### config.mk
export PLATFORM = sky130hd
export DESIGN_NAME = sagd_ctrl
export DESIGN_NICKNAME = d
export VERILOG_FILES = /design/src/rtl/sagd_pkg.sv /design/src/rtl/sagd_ctrl.sv
export SDC_FILE = /design/constraint.sdc
export NUM_CORES = 1
export LEC_CHECK = 0
export BUFFER_PORTS_ARGS = -buffer_cell sky130_fd_sc_hd__buf_2
export CAP_MARGIN = 20
export CELL_PAD_IN_SITES_DETAIL_PLACEMENT = 2
export CELL_PAD_IN_SITES_GLOBAL_PLACEMENT = 2
export CORE_ASPECT_RATIO = 0.9
export CORE_UTILIZATION = 30
export DETAILED_ROUTE_END_ITERATION = 6
export PLACE_DENSITY_LB_ADDON = 0.1
export SLEW_MARGIN = 20
export SYNTH_ARGS = -nofsm -noshare
export SYNTH_HDL_FRONTEND = slang
export SYNTH_SLANG_ARGS = --single-unit
### constraint.sdc
create_clock -name i_clk -period 1.7 [get_ports i_clk]
set_clock_uncertainty 0.05 [all_clocks]
set_input_delay 0.34 -clock i_clk [delete_from_list [all_inputs] [get_ports i_clk]]
set_output_delay 0.34 -clock i_clk [all_outputs]
set_load 0.005 [all_outputs]
### src/rtl/sagd_pkg.sv
// Shared types, constants and coefficient table for the glide-delay allpass shaper.
package sagd_pkg;

    localparam int SAMPLE_W   = 24;
    localparam int CFG_DATA_W = 17;
    localparam int CFG_IDX_W  = 1;
    localparam int MAX_DELAY  = 1501;
    localparam int DEPTH      = MAX_DELAY + 1;
    localparam int ADDR_W     = 11;
    localparam int SNAP_GAP   = 1500;

    localparam logic [30:0] GAIN_Q31   = 31'd1327217885;
    localparam logic [16:0] WET_FULL   = 17'd65536;
    localparam logic [28:0] SOFT_CLAMP = 29'h1000_0000;
    localparam logic [32:0] SIN_C0     = 33'd852176;
    localparam logic [32:0] COS_C0     = 33'd9;
    localparam logic [2:0]  SIN_LAST_K = 3'd2;
    localparam logic [2:0]  COS_LAST_K = 3'd4;

    localparam logic [CFG_IDX_W-1:0] REG_DELAY_TARGET = 1'b0;
    localparam logic [CFG_IDX_W-1:0] REG_WET_LEVEL    = 1'b1;

    typedef enum logic [4:0] {
        OP_NOP, OP_CLR, OP_LOAD, OP_RD0, OP_RDG, OP_WRG,
        OP_MSQ, OP_USET, OP_MHORN, OP_HPOST, OP_MFIN_S, OP_SINF,
        OP_RDA, OP_MG1, OP_AP1, OP_WRX, OP_MG2, OP_AP2, OP_RDB, OP_ADD,
        OP_PREC, OP_COSF, OP_MX1, OP_MXP1, OP_MX2, OP_MXP2, OP_FIN
    } t_op;

    typedef enum logic [4:0] {
        ST_CLEAR, ST_IDLE, ST_SQ, ST_USET, ST_HMUL, ST_HPOST, ST_FMUL, ST_FPOST,
        ST_RD0, ST_RDG, ST_WRG, ST_RDA, ST_MG1, ST_AP1, ST_WRX, ST_MG2, ST_AP2,
        ST_RDB, ST_ADD, ST_PREC, ST_MX1, ST_MXP1, ST_MX2, ST_MXP2, ST_FIN
    } t_state;

    typedef struct packed {
        t_op        op;
        logic       cos_sel;
        logic [2:0] k;
    } t_cmd;

    typedef struct packed {
        logic clr_done;
        logic glide_act;
        logic out_free;
    } t_sts;

    // Horner coefficients, Q32; sine uses k 0..2, 1-cos uses k 0..4
    function automatic logic [32:0] horner_coef(input logic cos_sel, input logic [2:0] k);
        logic [32:0] c;
        c = '0;
        if (cos_sel) begin
            case (k)
                3'd0:    c = 33'd1184;
                3'd1:    c = 33'd106522;
                3'd2:    c = 33'd5965232;
                3'd3:    c = 33'd178956971;
                default: c = 33'd2147483648;
            endcase
        end else begin
            case (k)
                3'd0:    c = 33'd35791394;
                3'd1:    c = 33'd715827883;
                default: c = 33'h1_0000_0000;
            endcase
        end
        return c;
    endfunction

endpackage

### src/rtl/sagd_ctrl.sv
// Shaper sequencer: one datapath operation per cycle unless it waits.
module sagd_ctrl (
    input  logic          i_clk,
    input  logic          i_rst_n,
    input  logic          i_in_valid,
    output logic          o_in_ready,
    input  sagd_pkg::t_sts i_sts,
    output sagd_pkg::t_cmd o_cmd
);
    import sagd_pkg::*;

    t_state     r_state, n_state;
    logic       r_cos, n_cos;
    logic [2:0] r_k, n_k;

    always_ff @(posedge i_clk) begin
        if (!i_rst_n) begin
            r_state <= ST_CLEAR;
            r_cos   <= 1'b0;
            r_k     <= '0;
        end else begin
            r_state <= n_state;
            r_cos   <= n_cos;
            r_k     <= n_k;
        end
    end

    always_comb begin
        n_state    = r_state;
        n_cos      = r_cos;
        n_k        = r_k;
        o_in_ready = 1'b0;
        o_cmd      = '{op: OP_NOP, cos_sel: r_cos, k: r_k};
        unique case (r_state)
            ST_CLEAR: begin
                if (i_sts.clr_done) n_state = ST_IDLE;
                else                o_cmd.op = OP_CLR;
            end
            ST_IDLE: begin
                o_in_ready = 1'b1;
                if (i_in_valid) begin
                    o_cmd.op = OP_LOAD;
                    n_cos    = 1'b0;
                    n_state  = ST_SQ;
                end
            end
            ST_SQ: begin
                o_cmd.op = OP_MSQ;
                n_state  = ST_USET;
            end
            ST_USET: begin
                o_cmd.op = OP_USET;
                n_k      = '0;
                n_state  = ST_HMUL;
            end
            ST_HMUL: begin
                o_cmd.op = OP_MHORN;
                n_state  = ST_HPOST;
            end
            ST_HPOST: begin
                o_cmd.op = OP_HPOST;
                if (r_k == (r_cos ? COS_LAST_K : SIN_LAST_K)) begin
                    n_state = ST_FMUL;
                end else begin
                    n_k     = r_k + 3'd1;
                    n_state = ST_HMUL;
                end
            end
            ST_FMUL: begin
                o_cmd.op = r_cos ? OP_MHORN : OP_MFIN_S;
                n_state  = ST_FPOST;
            end
            ST_FPOST: begin
                o_cmd.op = r_cos ? OP_COSF : OP_SINF;
                if (r_cos)                n_state = ST_MX1;
                else if (i_sts.glide_act) n_state = ST_RD0;
                else                      n_state = ST_RDA;
            end
            ST_RD0: begin o_cmd.op = OP_RD0; n_state = ST_RDG; end
            ST_RDG: begin o_cmd.op = OP_RDG; n_state = ST_WRG; end
            ST_WRG: begin o_cmd.op = OP_WRG; n_state = ST_RDA; end
            ST_RDA: begin o_cmd.op = OP_RDA; n_state = ST_MG1; end
            ST_MG1: begin o_cmd.op = OP_MG1; n_state = ST_AP1; end
            ST_AP1: begin o_cmd.op = OP_AP1; n_state = ST_WRX; end
            ST_WRX: begin o_cmd.op = OP_WRX; n_state = ST_MG2; end
            ST_MG2: begin o_cmd.op = OP_MG2; n_state = ST_AP2; end
            ST_AP2: begin o_cmd.op = OP_AP2; n_state = ST_RDB; end
            ST_RDB: begin o_cmd.op = OP_RDB; n_state = ST_ADD; end
            ST_ADD: begin o_cmd.op = OP_ADD; n_state = ST_PREC; end
            ST_PREC: begin
                o_cmd.op = OP_PREC;
                n_cos    = 1'b1;
                n_state  = ST_SQ;
            end
            ST_MX1:  begin o_cmd.op = OP_MX1;  n_state = ST_MXP1; end
            ST_MXP1: begin o_cmd.op = OP_MXP1; n_state = ST_MX2;  end
            ST_MX2:  begin o_cmd.op = OP_MX2;  n_state = ST_MXP2; end
            ST_MXP2: begin o_cmd.op = OP_MXP2; n_state = ST_FIN;  end
            ST_FIN: begin
                if (i_sts.out_free) begin
                    o_cmd.op = OP_FIN;
                    n_state  = ST_IDLE;
                end
            end
            default: n_state = ST_CLEAR;
        endcase
    end

endmodule

==> out/results.ini, run 1 <==
[synthesis]
synth_edf_count = 0
synth_cells = 124
ys_ff_latch = 9
yosysTopAreaCellShare_pct = 20.3
ys_top_cells_by_count = nor2_1 (13), a21oi_1 (12), nand2_1 (10), dfxtp_1 (9), nand2b_1 (8)
synth_nets = 131
synth_ff_type = dfxtp_1
yosysWarnings = 0
synth_most_common_cell = nor2_1
synthArstFlopShare_pct = 0
syn_avg_cell_area_um2 = 7.14
yosys-top-cells-area = dfxtp_1 (20%), a21oi_1 (6.8%), nand2b_1 (5.6%), nor2_1 (5.5%), nand2_1 (4.2%)
synth-seq-area-share_pct = 20.3
synth.distinct_cells = 46
synth.largest_area_cell = dfxtp_1
netlist_area_um2 = 886

[clock_network]
cts.sinks = 9
clockBufferDepth = 2
clockRootBuffer = clkbuf_4
htreeDepth = 1
cts_buffers = 3

[placed_design]
dpl.hpwl_um = 2980
placed_cell_area_um2 = 1170
portBuffers = 15
gp_congestion = 0.780

[floorplan]
rows = 18
die_x_um = 59.3
fp.dieH_um = 53.6
io_pins = 16
start_util_pct = 32.0

[grt]
grt_max_degree = 14
antenna_found_initial = 0

[timing]
worst-ep-kind = output port
postGrtWorstEndpoint = o_cmd[5]

[status]
status = aborted with a tool error
first-error = [ERROR DPL-0033] detailed placement checks failed during check placement.
stop_stage = global routing (5_1_grt)

==> kinds of logic after synthesis <==
| family | share of synthesized area [%] |
|---|---|
| adder cells (fa/ha/maj) | 1.41 |
| XOR/XNOR | 0.989 |
| flip-flops | 20.3 |
| AO/OA/AOI/OAI | 29.5 |
| buffers and inverters | 9.18 |
| AND/OR/NAND/NOR | 37.4 |
| multiplexers | 1.13 |
==> repair_timing <==
action / 4_1_cts
cloned: 0
setup buffers: 12
gates resized for setup: 44
pin swaps: 12
setup endpoints to repair: 13
hold buffers: 0
==> stage by stage <==
step / setup WS [ns] / utilization, % / instances / setup TNS [ns]
floorplan: 0.178 / - / 124 / 0
detailed placement: -0.168 / 42.2 / 198 / -0.735
global placement: -0.0539 / 42.2 / 198 / -0.100
CTS: -0.151 / 51.4 / 214 / -0.654
==> run 2, diff against run 1 <==
--- a/config.mk
+++ b/config.mk
@@ -7,12 +7,10 @@
 export LEC_CHECK = 0
 export BUFFER_PORTS_ARGS = -buffer_cell sky130_fd_sc_hd__buf_2
 export CAP_MARGIN = 20
-export CELL_PAD_IN_SITES_DETAIL_PLACEMENT = 2
-export CELL_PAD_IN_SITES_GLOBAL_PLACEMENT = 2
-export CORE_ASPECT_RATIO = 0.9
-export CORE_UTILIZATION = 30
+export CORE_AREA = 2 2 63 65
 export DETAILED_ROUTE_END_ITERATION = 6
-export PLACE_DENSITY_LB_ADDON = 0.1
+export DIE_AREA = 0 0 65 67
+export PLACE_DENSITY_LB_ADDON = 0.15
 export SLEW_MARGIN = 20
 export SYNTH_ARGS = -nofsm -noshare
 export SYNTH_HDL_FRONTEND = slang
==> run 2 against run 1 <==
  * The flow now finishes, with violations (setup timing)
  * Synthesized cell count is the same
  * Area after synthesis unchanged
==> out/results.ini, run 2 <==
[timing]
worst_slack_ns = -0.0485
tightest_slew_ns = 0.417
drv_slew = 0
min_period_ns = 1.75
setup_viol_count_final = 4
max_clock_freq_ghz = 0.572
fin_crit_sh_pct = 103
slew_headroom_pct = 72.0
rsz0062_at_grt = true
hold_viol = 0

[critical_path]
r2r_setup_slack_ns = -0.02
cp_max_fo = 8
cp-end-kind = output port
r2r-end = r_state[0]
crit-reg2reg-launch = r_state[3]
worstPathArrival_ns = 1.36
timing.setup.critical_path_class = flop to output port
required_ns = 1.31
start_kind = flop
reg2regPathDepth = 9

[clock_network]
cts.sinks = 9  ; unchanged
clockRootBuffer = clkbuf_8
clock_latency_ns = 0.23
cts_tree = done
clockBufferDepth = 2  ; unchanged
clkTransAtPathRegs_ns = 0.05
cts_buffers = 3  ; unchanged
htreeDepth = 1  ; unchanged

[floorplan]
start_util_pct = 24.6  ; -7.4 points
die_area_um2 = 4360
die_x_um = 65  ; +9.6%
io_pins = 16  ; unchanged
fp.dieH_um = 67  ; +25%
core_um2 = 3610
rows = 22  ; +4

[synthesis]
synth_edf_count = 0  ; unchanged
synth_nets = 131  ; unchanged
ys_ff_latch = 9  ; unchanged
yosys-top-cells-area = dfxtp_1 (20%), a21oi_1 (6.8%), nand2b_1 (5.6%), nor2_1 (5.5%), nand2_1 (4.2%)
syn_avg_cell_area_um2 = 7.14  ; unchanged
synth_ff_type = dfxtp_1
synth.largest_area_cell = dfxtp_1
synth.distinct_cells = 46  ; unchanged
yosysWarnings = 0  ; unchanged
synth_cells = 124  ; unchanged
netlist_area_um2 = 886  ; unchanged
synth_most_common_cell = nor2_1
synthArstFlopShare_pct = 0  ; unchanged
yosysTopAreaCellShare_pct = 20.3  ; unchanged
synth-seq-area-share_pct = 20.3  ; unchanged
ys_top_cells_by_count = nor2_1 (13), a21oi_1 (12), nand2_1 (10), dfxtp_1 (9), nand2b_1 (8)

[detailed_routing]
routed_wl_um = 3040
firstDrtPassIters = 4
vias = 1112
vias_per_cell = 5.10
wl_per_cell_um = 14.0
final_antenna_net_count = 0
drt_first_iter_violations = 32
drc = 0

[finish]
mostFrequentLayoutCell = buf_4
layout_common_cells = buf_4 (30), buf_2 (14), nor2_1 (10), a21oi_1 (10)
stdcell_count = 218
areaGrowthSynthToFinish_pct = 63.0
top_regs = r_state x5, r_k x3, r_cos x1
largest_register = r_state
antenna_cells = 0
layout-drive-gt1-share_pct = 50.0
fillerInstances = 377
largest_reg_flops = 5
fin_nets = 178

[placed_design]
dpl.hpwl_um = 2130  ; -29%
dp_cells = 200  ; +1.0%
gp_congestion = 0.804  ; +3.1%
portBuffers = 15  ; unchanged

[power_and_ir_drop]
p_leak_nw = 0.581
irDropWorstVdd_v = 0.000311
total_power_w = 0.000938
cellPowerDensity_nw_per_um2 = 650

[flow_run]
drv_cap = 0

[min_path]
min_to = r_k[1]
hold_depth = 2
min_path_type = input port to flop
min_from = i_rst_n

[grt]
grt_pass1_vias = 1025
grt_pass1_wl_um = 4800
grt_max_degree = 12
antenna_found_initial = 0
overflow = 0
track_usage_pct = 14.5

[status]
violations = setup timing
status = finished, violations left

run 2: cell counts after synthesis:
Identical to the previous run, type by type.
run 2: worst max-delay path by stage:
| stage | startpoint | endpoint | depth (start not counted) |
|---|---|---|---|
| after global placement | r_state[2] | r_state[0] | 5 |
| after detailed placement | r_state[2] | r_state[0] | 5 |
| final | r_state[2] | o_cmd[4] | 5 |
| after CTS | r_state[2] | o_cmd[4] | 5 |
| after global routing | r_state[0] | o_cmd[5] | 5 |
| after floorplan | r_state[0] | o_cmd[5] | 6 |
run 2: metrics by stage:
stage / hold WS [ns] / setup slack [ns] / TNS, ns / utilization [%] / area [µm²]
5_1_grt: 0.308 / -0.129 / -0.552 / 40.0 / 1440
3_3_place_gp: 0.458 / -0.0196 / -0.0196 / 31.5 / 1130
2_1_floorplan: 0.406 / 0.178 / 0 / - / 886
3_5_place_dp: 0.479 / -0.0180 / -0.0180 / 31.5 / 1130
4_1_cts: 0.299 / -0.0406 / -0.0948 / 38.0 / 1370
6_report: 0.299 / -0.0485 / -0.143 / 40.0 / 1440
run 2: cells by family after synthesis:
family	Yosys count	share of synthesized area, %
compound gates	40	29.5
xor+xnor	1	0.989
fa+ha+maj	1	1.41
buf+inv	15	9.18
flops	9	20.3
mux	1	1.13
simple gates	57	37.4
run 2: area by class of cell:
cell class / instances / area [µm²] / share of cell area, %
multi-input combinational: 100 / 723 / 50.1
inverter: 4 / 15.0 / 1.04
clock buffer: 4 / 45.0 / 3.12
timing repair buffer: 53 / 400 / 27.7
tap: 48 / 60.1 / 4.16
sequential: 9 / 200 / 13.9
run 2: worst max-delay path, stage by stage, from the launching register on:
cell,delay (ns)
dfxtp_4,0.42
nor3_2,0.05
or3_1,0.34
o21ai_1,0.10
o22ai_1,0.09
buf_2,0.13
run 2: where the power goes:
part	internal, W	total [W]	switching, W
sequential	0.000222	0.000249	0.0000262
clock	0.000163	0.000246	0.0000826
combinational	0.000246	0.000444	0.000198
total	0.000631	0.000938	0.000307
run 2: repair_timing:
item | in CTS | in global routing
pin swaps | 10 | 6
buffers inserted | 14 | 1
hold endpoints to repair | 0 | 0
gates cloned | 0 | 0
hold buffers | 0 | 0
endpoints found under the setup margin | 7 | 11
gates resized for setup | 31 | 17
run 2: per-layer routing:
| metal | global-route usage [%] | up-vias | wire length, µm |
|---|---|---|---|
| li1 | - | 549 | - |
| met1 | 17.4 | 516 | 1300 |
| met2 | 26.3 | 38 | 1520 |
| met3 | 4.05 | 9 | 154 |
| met4 | 1.86 | 0 | 76 |
| met5 | 0 | - | 0 |
No activity file was read; power rests on OpenSTA's default activity.
==> run 3, diff against run 2 <==
--- a/config.mk
+++ b/config.mk
@@ -5,6 +5,7 @@
 export SDC_FILE = /design/constraint.sdc
 export NUM_CORES = 1
 export LEC_CHECK = 0
+export ABC_AREA = 1
 export BUFFER_PORTS_ARGS = -buffer_cell sky130_fd_sc_hd__buf_2
 export CAP_MARGIN = 20
 export CORE_AREA = 2 2 63 65
==> run 3 against run 2 <==
  * The flow still finishes with violations (setup timing)
  * Cell area grew 13%
  * Setup slack worse by 0.14 ns
  * Fmax is 7.5% lower
  * Cell count is 28% higher
  * Sequential power is 19% higher
  * Largest power group unchanged
  * Area after synthesis grew 4.4%
  * Sequential share of layout area shrank 1.9 points
  * Critical endpoint is now o_cmd[5]
  * Routed wire length grew 20%
  * Hold slack lost 0.029 ns
  * Sequential cell count is the same
  * Highest routed layer unchanged
  * Critical path depth increased by 3
  * Clock power grew 5%
==> out/results.ini, run 3 <==
[timing]
tightest_slew_ns = 0.264  ; -0.153 ns
fin_crit_sh_pct = 111  ; +8.3 points
holdWs_ns = 0.270  ; -0.0291 ns
setup_viol_count_final = 5  ; +1
drv_slew = 0  ; unchanged
slew_headroom_pct = 82.2  ; +10 points
hold_viol = 0  ; unchanged
max_clock_freq_ghz = 0.529  ; -7.5%
worst_slack_ns = -0.190  ; -0.141 ns
min_period_ns = 1.89  ; +0.141 ns
rsz0062_at_grt = true

[clock_network]
htreeDepth = 1  ; unchanged
clockRootBuffer = clkbuf_8
cts_tree = done
clkTransAtPathRegs_ns = 0.05  ; about the same
cts_buffers = 3  ; unchanged
clockBufferDepth = 2  ; unchanged
clock_latency_ns = 0.24  ; about the same
cts.sinks = 9  ; unchanged

[detailed_routing]
final_antenna_net_count = 0  ; unchanged
wl_per_cell_um = 13.1  ; -6.3%
drc = 0  ; unchanged
vias_per_cell = 4.66  ; -8.7%
drt_first_iter_violations = 28  ; -13%
firstDrtPassIters = 4  ; unchanged
routed_wl_um = 3650  ; +20%
vias = 1299  ; +17%

[floorplan]
start_util_pct = 25.6  ; +1.1 points
die_area_um2 = 4360  ; unchanged
rows = 22  ; unchanged
die_x_um = 65  ; unchanged
io_pins = 16  ; unchanged
core_um2 = 3610  ; unchanged
fp.dieH_um = 67  ; unchanged

[synthesis]
yosys-top-cells-area = dfxtp_1 (19%), nand2_1 (17%), nor2_1 (12%), nand3_1 (8.1%), inv_1 (6.5%)
ys_top_cells_by_count = nand2_1 (41), nor2_1 (29), inv_1 (16), nand3_1 (15), a21oi_1 (11)
synth_most_common_cell = nand2_1
synth.distinct_cells = 24  ; -48%
netlist_area_um2 = 925  ; +4.4%
yosysWarnings = 0  ; unchanged
synth_cells = 167  ; +35%
ys_ff_latch = 9  ; unchanged
synth-seq-area-share_pct = 19.5  ; -0.85 points
synth_nets = 174  ; +33%
synth_edf_count = 0  ; unchanged
yosysTopAreaCellShare_pct = 19.5  ; -0.85 points
synthArstFlopShare_pct = 0  ; unchanged
synth.largest_area_cell = dfxtp_1
synth_ff_type = dfxtp_1
syn_avg_cell_area_um2 = 5.54  ; -22%

[min_path]
min_path_type = input port to flop
min_from = i_rst_n

[power_and_ir_drop]
irDropWorstVdd_v = 0.000342  ; +10%
cellPowerDensity_nw_per_um2 = 824  ; +27%
intPower_w = 0.000783  ; +24%
clockPowerShare_pct = 19.1  ; -7.1 points
p_comb_share_pct = 58.9  ; +12 points
p_leak_nw = 0.819  ; +41%
pwr-share-seq_pct = 22.0  ; -4.5 points
switchingPower_w = 0.000565  ; +84%
switching_share_pct = 41.9  ; +9.2 points

[finish]
layout_common_cells = buf_4 (37), nand2_1 (31), nor2_1 (21)
largest_reg_flops = 5  ; unchanged
fillerInstances = 369  ; -2.1%
top_regs = r_state x5, r_k x3, r_cos x1
stdcell_area_um2 = 1640  ; +13%
largest_register = r_state
fin_nets = 239  ; +34%
mostFrequentLayoutCell = buf_4
layout-drive-gt1-share_pct = 51.5  ; +1.5 points
antenna_cells = 0  ; unchanged
areaGrowthSynthToFinish_pct = 77.0

[grt]
grt_pass1_vias = 1312  ; +28%
grt_max_degree = 12  ; unchanged
use_met3_pct = 1.52  ; -2.5 points
overflow = 0  ; unchanged
use_met1_pct = 19.9  ; +2.6 points
top_usage_layer = met2
antenna_found_initial = 0  ; unchanged
grt_pass1_wl_um = 6000  ; +25%
track_usage_pct = 18.2  ; +3.7 points
grtUsageMet2_pct = 36.6  ; +10 points

[critical_path]
timing.setup.critical_path_class = flop to output port
cp_max_fo = 5  ; -3
crit-reg2reg-launch = r_state[3]
start_kind = flop
worstPathArrival_ns = 1.50  ; +0.14 ns
cp-end-kind = output port
startpoint = r_state[1]
required_ns = 1.31  ; about the same

[placed_design]
gp_congestion = 0.895  ; +11%
placed_cell_area_um2 = 1280  ; +13%
dpl.hpwl_um = 2700  ; +27%
portBuffers = 15  ; unchanged

[status]
status = finished, violations left
violations = setup timing

[flow_run]
drv_cap = 0  ; unchanged

## run 3: cell types whose count changed after synthesis, sizes merged, moves of 3 or more
cell,previous run,this run
nor2,14,34
or3,3,0
nor3b,3,0
nor3,2,6
o31ai,3,0
nand3,5,17
o211ai,3,0
nand4,1,6
buf,9,2
inv,4,26
nand2,10,44
nand2b,8,0
## run 3: worst max-delay path: stages (launching register included)
cell and delay (ns):
dfxtp_4 0.37, buf_6 0.13, nand2_4 0.06, nand2_2 0.10, nand2_2 0.11, nand2_2 0.06
nor4_2 0.22, nand2_1 0.09, buf_2 0.13
## run 3: routing by layer
layer,part of all wire [%],wire [µm]
met1,42,1540
met2,55,1990
met3,1.6,59
met4,1.6,57
met5,0,0
## run 3: final timing paths
kind	endpoint	slack, ns	cells after the start
max	o_cmd[5]	-0.19	8
min	r_state[3]	0.27	3
max reg2reg	r_state[4]	0.11	11
min reg2reg	r_k[0]	0.45	2
## run 3: layout make-up
cell class / instances / area [µm²] / area share [%]
timing repair buffer: 62 / 465 / 28.4
sequential: 9 / 195 / 11.9
tap: 48 / 60.1 / 3.67
inverter: 26 / 105 / 6.42
multi-input combinational: 130 / 766 / 46.8
clock buffer: 4 / 45.0 / 2.75
## run 3: power groups by stage
stage / clock (W) / sequential, W / combinational (W)
2_1_floorplan: 0 / 0.000264 / 0.000311
3_3_place_gp: 0 / 0.000264 / 0.000639
3_5_place_dp: 0 / 0.000267 / 0.000632
4_1_cts: 0.000263 / 0.000280 / 0.000719
5_1_grt: 0.000277 / 0.000301 / 0.000869
6_report: 0.000258 / 0.000296 / 0.000795
## run 3: repair_timing
item / 4_1_cts / 5_1_grt
resized for setup: 40 / 20
setup endpoints to repair: 6 / 12
setup buffers: 12 / 4
hold buffers: 0 / 0
pin swaps: 15 / 13
## run 3: cell families (layout without fill, tap and decap cells)
family | after synthesis | count (layout) | synth area share (%)
XOR/XNOR | 1 | 1 | 0.947
AND/OR/NAND/NOR | 112 | 112 | 57.4
flip-flops | 9 | 9 | 19.5
buffers and inverters | 28 | 92 | 12.2
adder cells (fa/ha/maj) | 1 | 1 | 1.35
AO/OA/AOI/OAI | 16 | 16 | 8.66
## run 3: stage by stage
step | total power, W | setup slack, ns | util (%) | TNS (ns) | cells
floorplan | 0.000576 | 0.170 | - | 0 | 167
global placement | 0.000903 | -0.143 | 35.4 | -0.143 | 259
detailed placement | 0.000899 | -0.102 | 35.4 | -0.102 | 259
CTS | 0.00126 | -0.153 | 42.5 | -0.654 | 275
global route | 0.00145 | -0.230 | 45.4 | -1.18 | 279
finish | 0.00135 | -0.190 | 45.4 | -0.754 | 279
==> run 4, diff against run 3 <==
--- a/config.mk
+++ b/config.mk
@@ -11,6 +11,7 @@
 export CORE_AREA = 2 2 63 65
 export DETAILED_ROUTE_END_ITERATION = 6
 export DIE_AREA = 0 0 65 67
+export MAX_ROUTING_LAYER = met4
 export PLACE_DENSITY_LB_ADDON = 0.15
 export SLEW_MARGIN = 20
 export SYNTH_ARGS = -nofsm -noshare
==> run 4 against run 3 <==
  * The flow still finishes with violations (setup timing)
  * Cell area shrank 1.8%
  * Via count up 2.8%
  * Fmax up 2.3%
  * Register-to-register slack about the same
  * Sequential cell count is the same
  * Setup slack better by 0.042 ns
  * Largest cell class unchanged
==> out/results.ini, run 4 (synthesis gave the netlist of run 3 again) <==
[placed_design]
dp_cells = 256  ; -1.2%
gp_congestion = 0.896  ; about the same
portBuffers = 15  ; unchanged
dpl.hpwl_um = 2800  ; +3.8%

[grt]
use_met3_pct = 2.20  ; +0.68 points
track_usage_pct = 19.1  ; +0.88 points
overflow = 0  ; unchanged
grt_pass1_wl_um = 6020  ; +0.33%
antenna_found_initial = 0  ; unchanged
use_met1_pct = 19.0  ; -0.93 points
grt_pass1_vias = 1381  ; +5.3%
grtUsageMet2_pct = 34.5  ; -2.1 points
grt_max_degree = 12  ; unchanged
top_usage_layer = met2

[floorplan]
rows = 22  ; unchanged
fp.dieH_um = 67  ; unchanged
die_area_um2 = 4360  ; unchanged
die_x_um = 65  ; unchanged
start_util_pct = 25.6  ; unchanged
io_pins = 16  ; unchanged
core_um2 = 3610  ; unchanged

[detailed_routing]
firstDrtPassIters = 4  ; unchanged
vias = 1335  ; +2.8%
drt_first_iter_violations = 52  ; +86%
vias_per_cell = 4.89  ; +5.0%
routed_wl_um = 3820  ; +4.7%
final_antenna_net_count = 0  ; unchanged
wl_per_cell_um = 14.0  ; +7.0%
drc = 0  ; unchanged

[clock_network]
cts_buffers = 3  ; unchanged
ctsHoldBuffers = 0  ; unchanged
clockRootBuffer = clkbuf_8
clock_latency_ns = 0.24  ; about the same
htreeDepth = 1  ; unchanged
clkTransAtPathRegs_ns = 0.05  ; about the same
cts.sinks = 9  ; unchanged
clockBufferDepth = 2  ; unchanged
cts_tree = done

[finish]
mostFrequentLayoutCell = buf_4
largest_reg_flops = 5  ; unchanged
areaGrowthSynthToFinish_pct = 73.9
antenna_cells = 0  ; unchanged
layout_common_cells = buf_4 (31), nand2_1 (29), nor2_1 (23)
top_regs = r_state x5, r_k x3, r_cos x1
fin_nets = 233  ; -2.5%
layout-drive-gt1-share_pct = 49.8  ; -1.7 points
largest_register = r_state
stdcell_count = 273  ; -2.2%

[timing]
slew_headroom_pct = 76.8  ; -5.5 points
min_period_ns = 1.85  ; -0.0416 ns
tns_ns = -0.698  ; +0.0558 ns
rsz0062_at_grt = true
tightest_slew_ns = 0.347  ; +0.0828 ns
drv_slew = 0  ; unchanged
hold_viol = 0  ; unchanged
fin_crit_sh_pct = 109  ; -2.4 points
setup_viol_count_final = 6  ; +1
worst_slack_ns = -0.148  ; +0.0416 ns
max_clock_freq_ghz = 0.541  ; +2.3%

[critical_path]
startpoint = r_state[1]
crit-reg2reg-launch = r_state[1]
cp_max_fo = 5  ; unchanged
reg2regPathDepth = 10  ; -1
timing.setup.critical_path_class = flop to output port
r2r-end = r_k[0]
cp-end-kind = output port
required_ns = 1.31  ; about the same
start_kind = flop
r2r_setup_slack_ns = 0.11  ; about the same
endpoint = o_cmd[5]
worstPathArrival_ns = 1.46  ; -0.04 ns

[power_and_ir_drop]
cellPowerDensity_nw_per_um2 = 835  ; +1.3%
p_leak_nw = 0.825  ; +0.82%
irDropWorstVdd_v = 0.000377  ; +10%

[status]
status = finished, violations left
violations = setup timing

[min_path]
min_path_type = input port to flop

[flow_run]
drv_cap = 0  ; unchanged

[run 4: worst max-delay path, cell delays in order (launching register included)]
cell,delay (ns)
dfxtp_4,0.38
buf_6,0.13
nand2_4,0.07
nand2_4,0.09
nand2_4,0.09
nand2_2,0.04
nor4_1,0.21
nand2_1,0.08
buf_2,0.14
[run 4: timing repair]
item / 4_1_cts / 5_1_grt
resized for setup: 30 / 35
endpoints found under the setup margin: 6 / 10
buffers inserted: 14 / 5
pin swaps: 10 / 13
[run 4: cell type report]
type / count / area (µm²)
multi-input combinational: 130 / 774
tap: 48 / 60.1
timing repair buffer: 56 / 424
sequential: 9 / 196
inverter: 26 / 108
clock buffer: 4 / 45.0
fill: 368 / 2000
[run 4: worst min-delay path by stage]
| stage | startpoint | to | slack, ns | depth (start not counted) |
|---|---|---|---|---|
| after floorplan | i_rst_n | r_state[3] | 0.39 | 2 |
| after global placement | r_k[0] | r_k[0] | 0.43 | 2 |
| after detailed placement | r_k[2] | r_k[2] | 0.46 | 2 |
| after CTS | i_rst_n | r_state[3] | 0.27 | 3 |
| after global routing | i_rst_n | r_state[3] | 0.29 | 3 |
| final | i_rst_n | r_state[3] | 0.26 | 3 |
[run 4: stage by stage]
stage / worst slack [ns] / area, µm² / hold slack, ns / util, % / total power (W)
after floorplan: 0.170 / 925 / 0.388 / - / 0.000576
after global placement: -0.131 / 1250 / 0.430 / 34.8 / 0.000860
after detailed placement: -0.0491 / 1250 / 0.456 / 34.8 / 0.000850
after CTS: -0.155 / 1490 / 0.267 / 41.4 / 0.00122
after global routing: -0.226 / 1610 / 0.290 / 44.6 / 0.00143
final: -0.148 / 1610 / 0.259 / 44.6 / 0.00134
[run 4: metal layers]
metal / part of all wire, % / vias to the layer above / wire, µm
met3: 3.6 / 16 / 139
met5: 0 / - / 0
met4: 4.8 / 0 / 184
met1: 39 / 626 / 1480
met2: 53 / 40 / 2020
li1: - / 653 / -
[run 4: power by group]
part	internal [W]	leakage [nW]	switching [W]
combinational	0.000347	0.726	0.000420
clock	0.000165	0.0228	0.000102
sequential	0.000243	0.0763	0.0000660
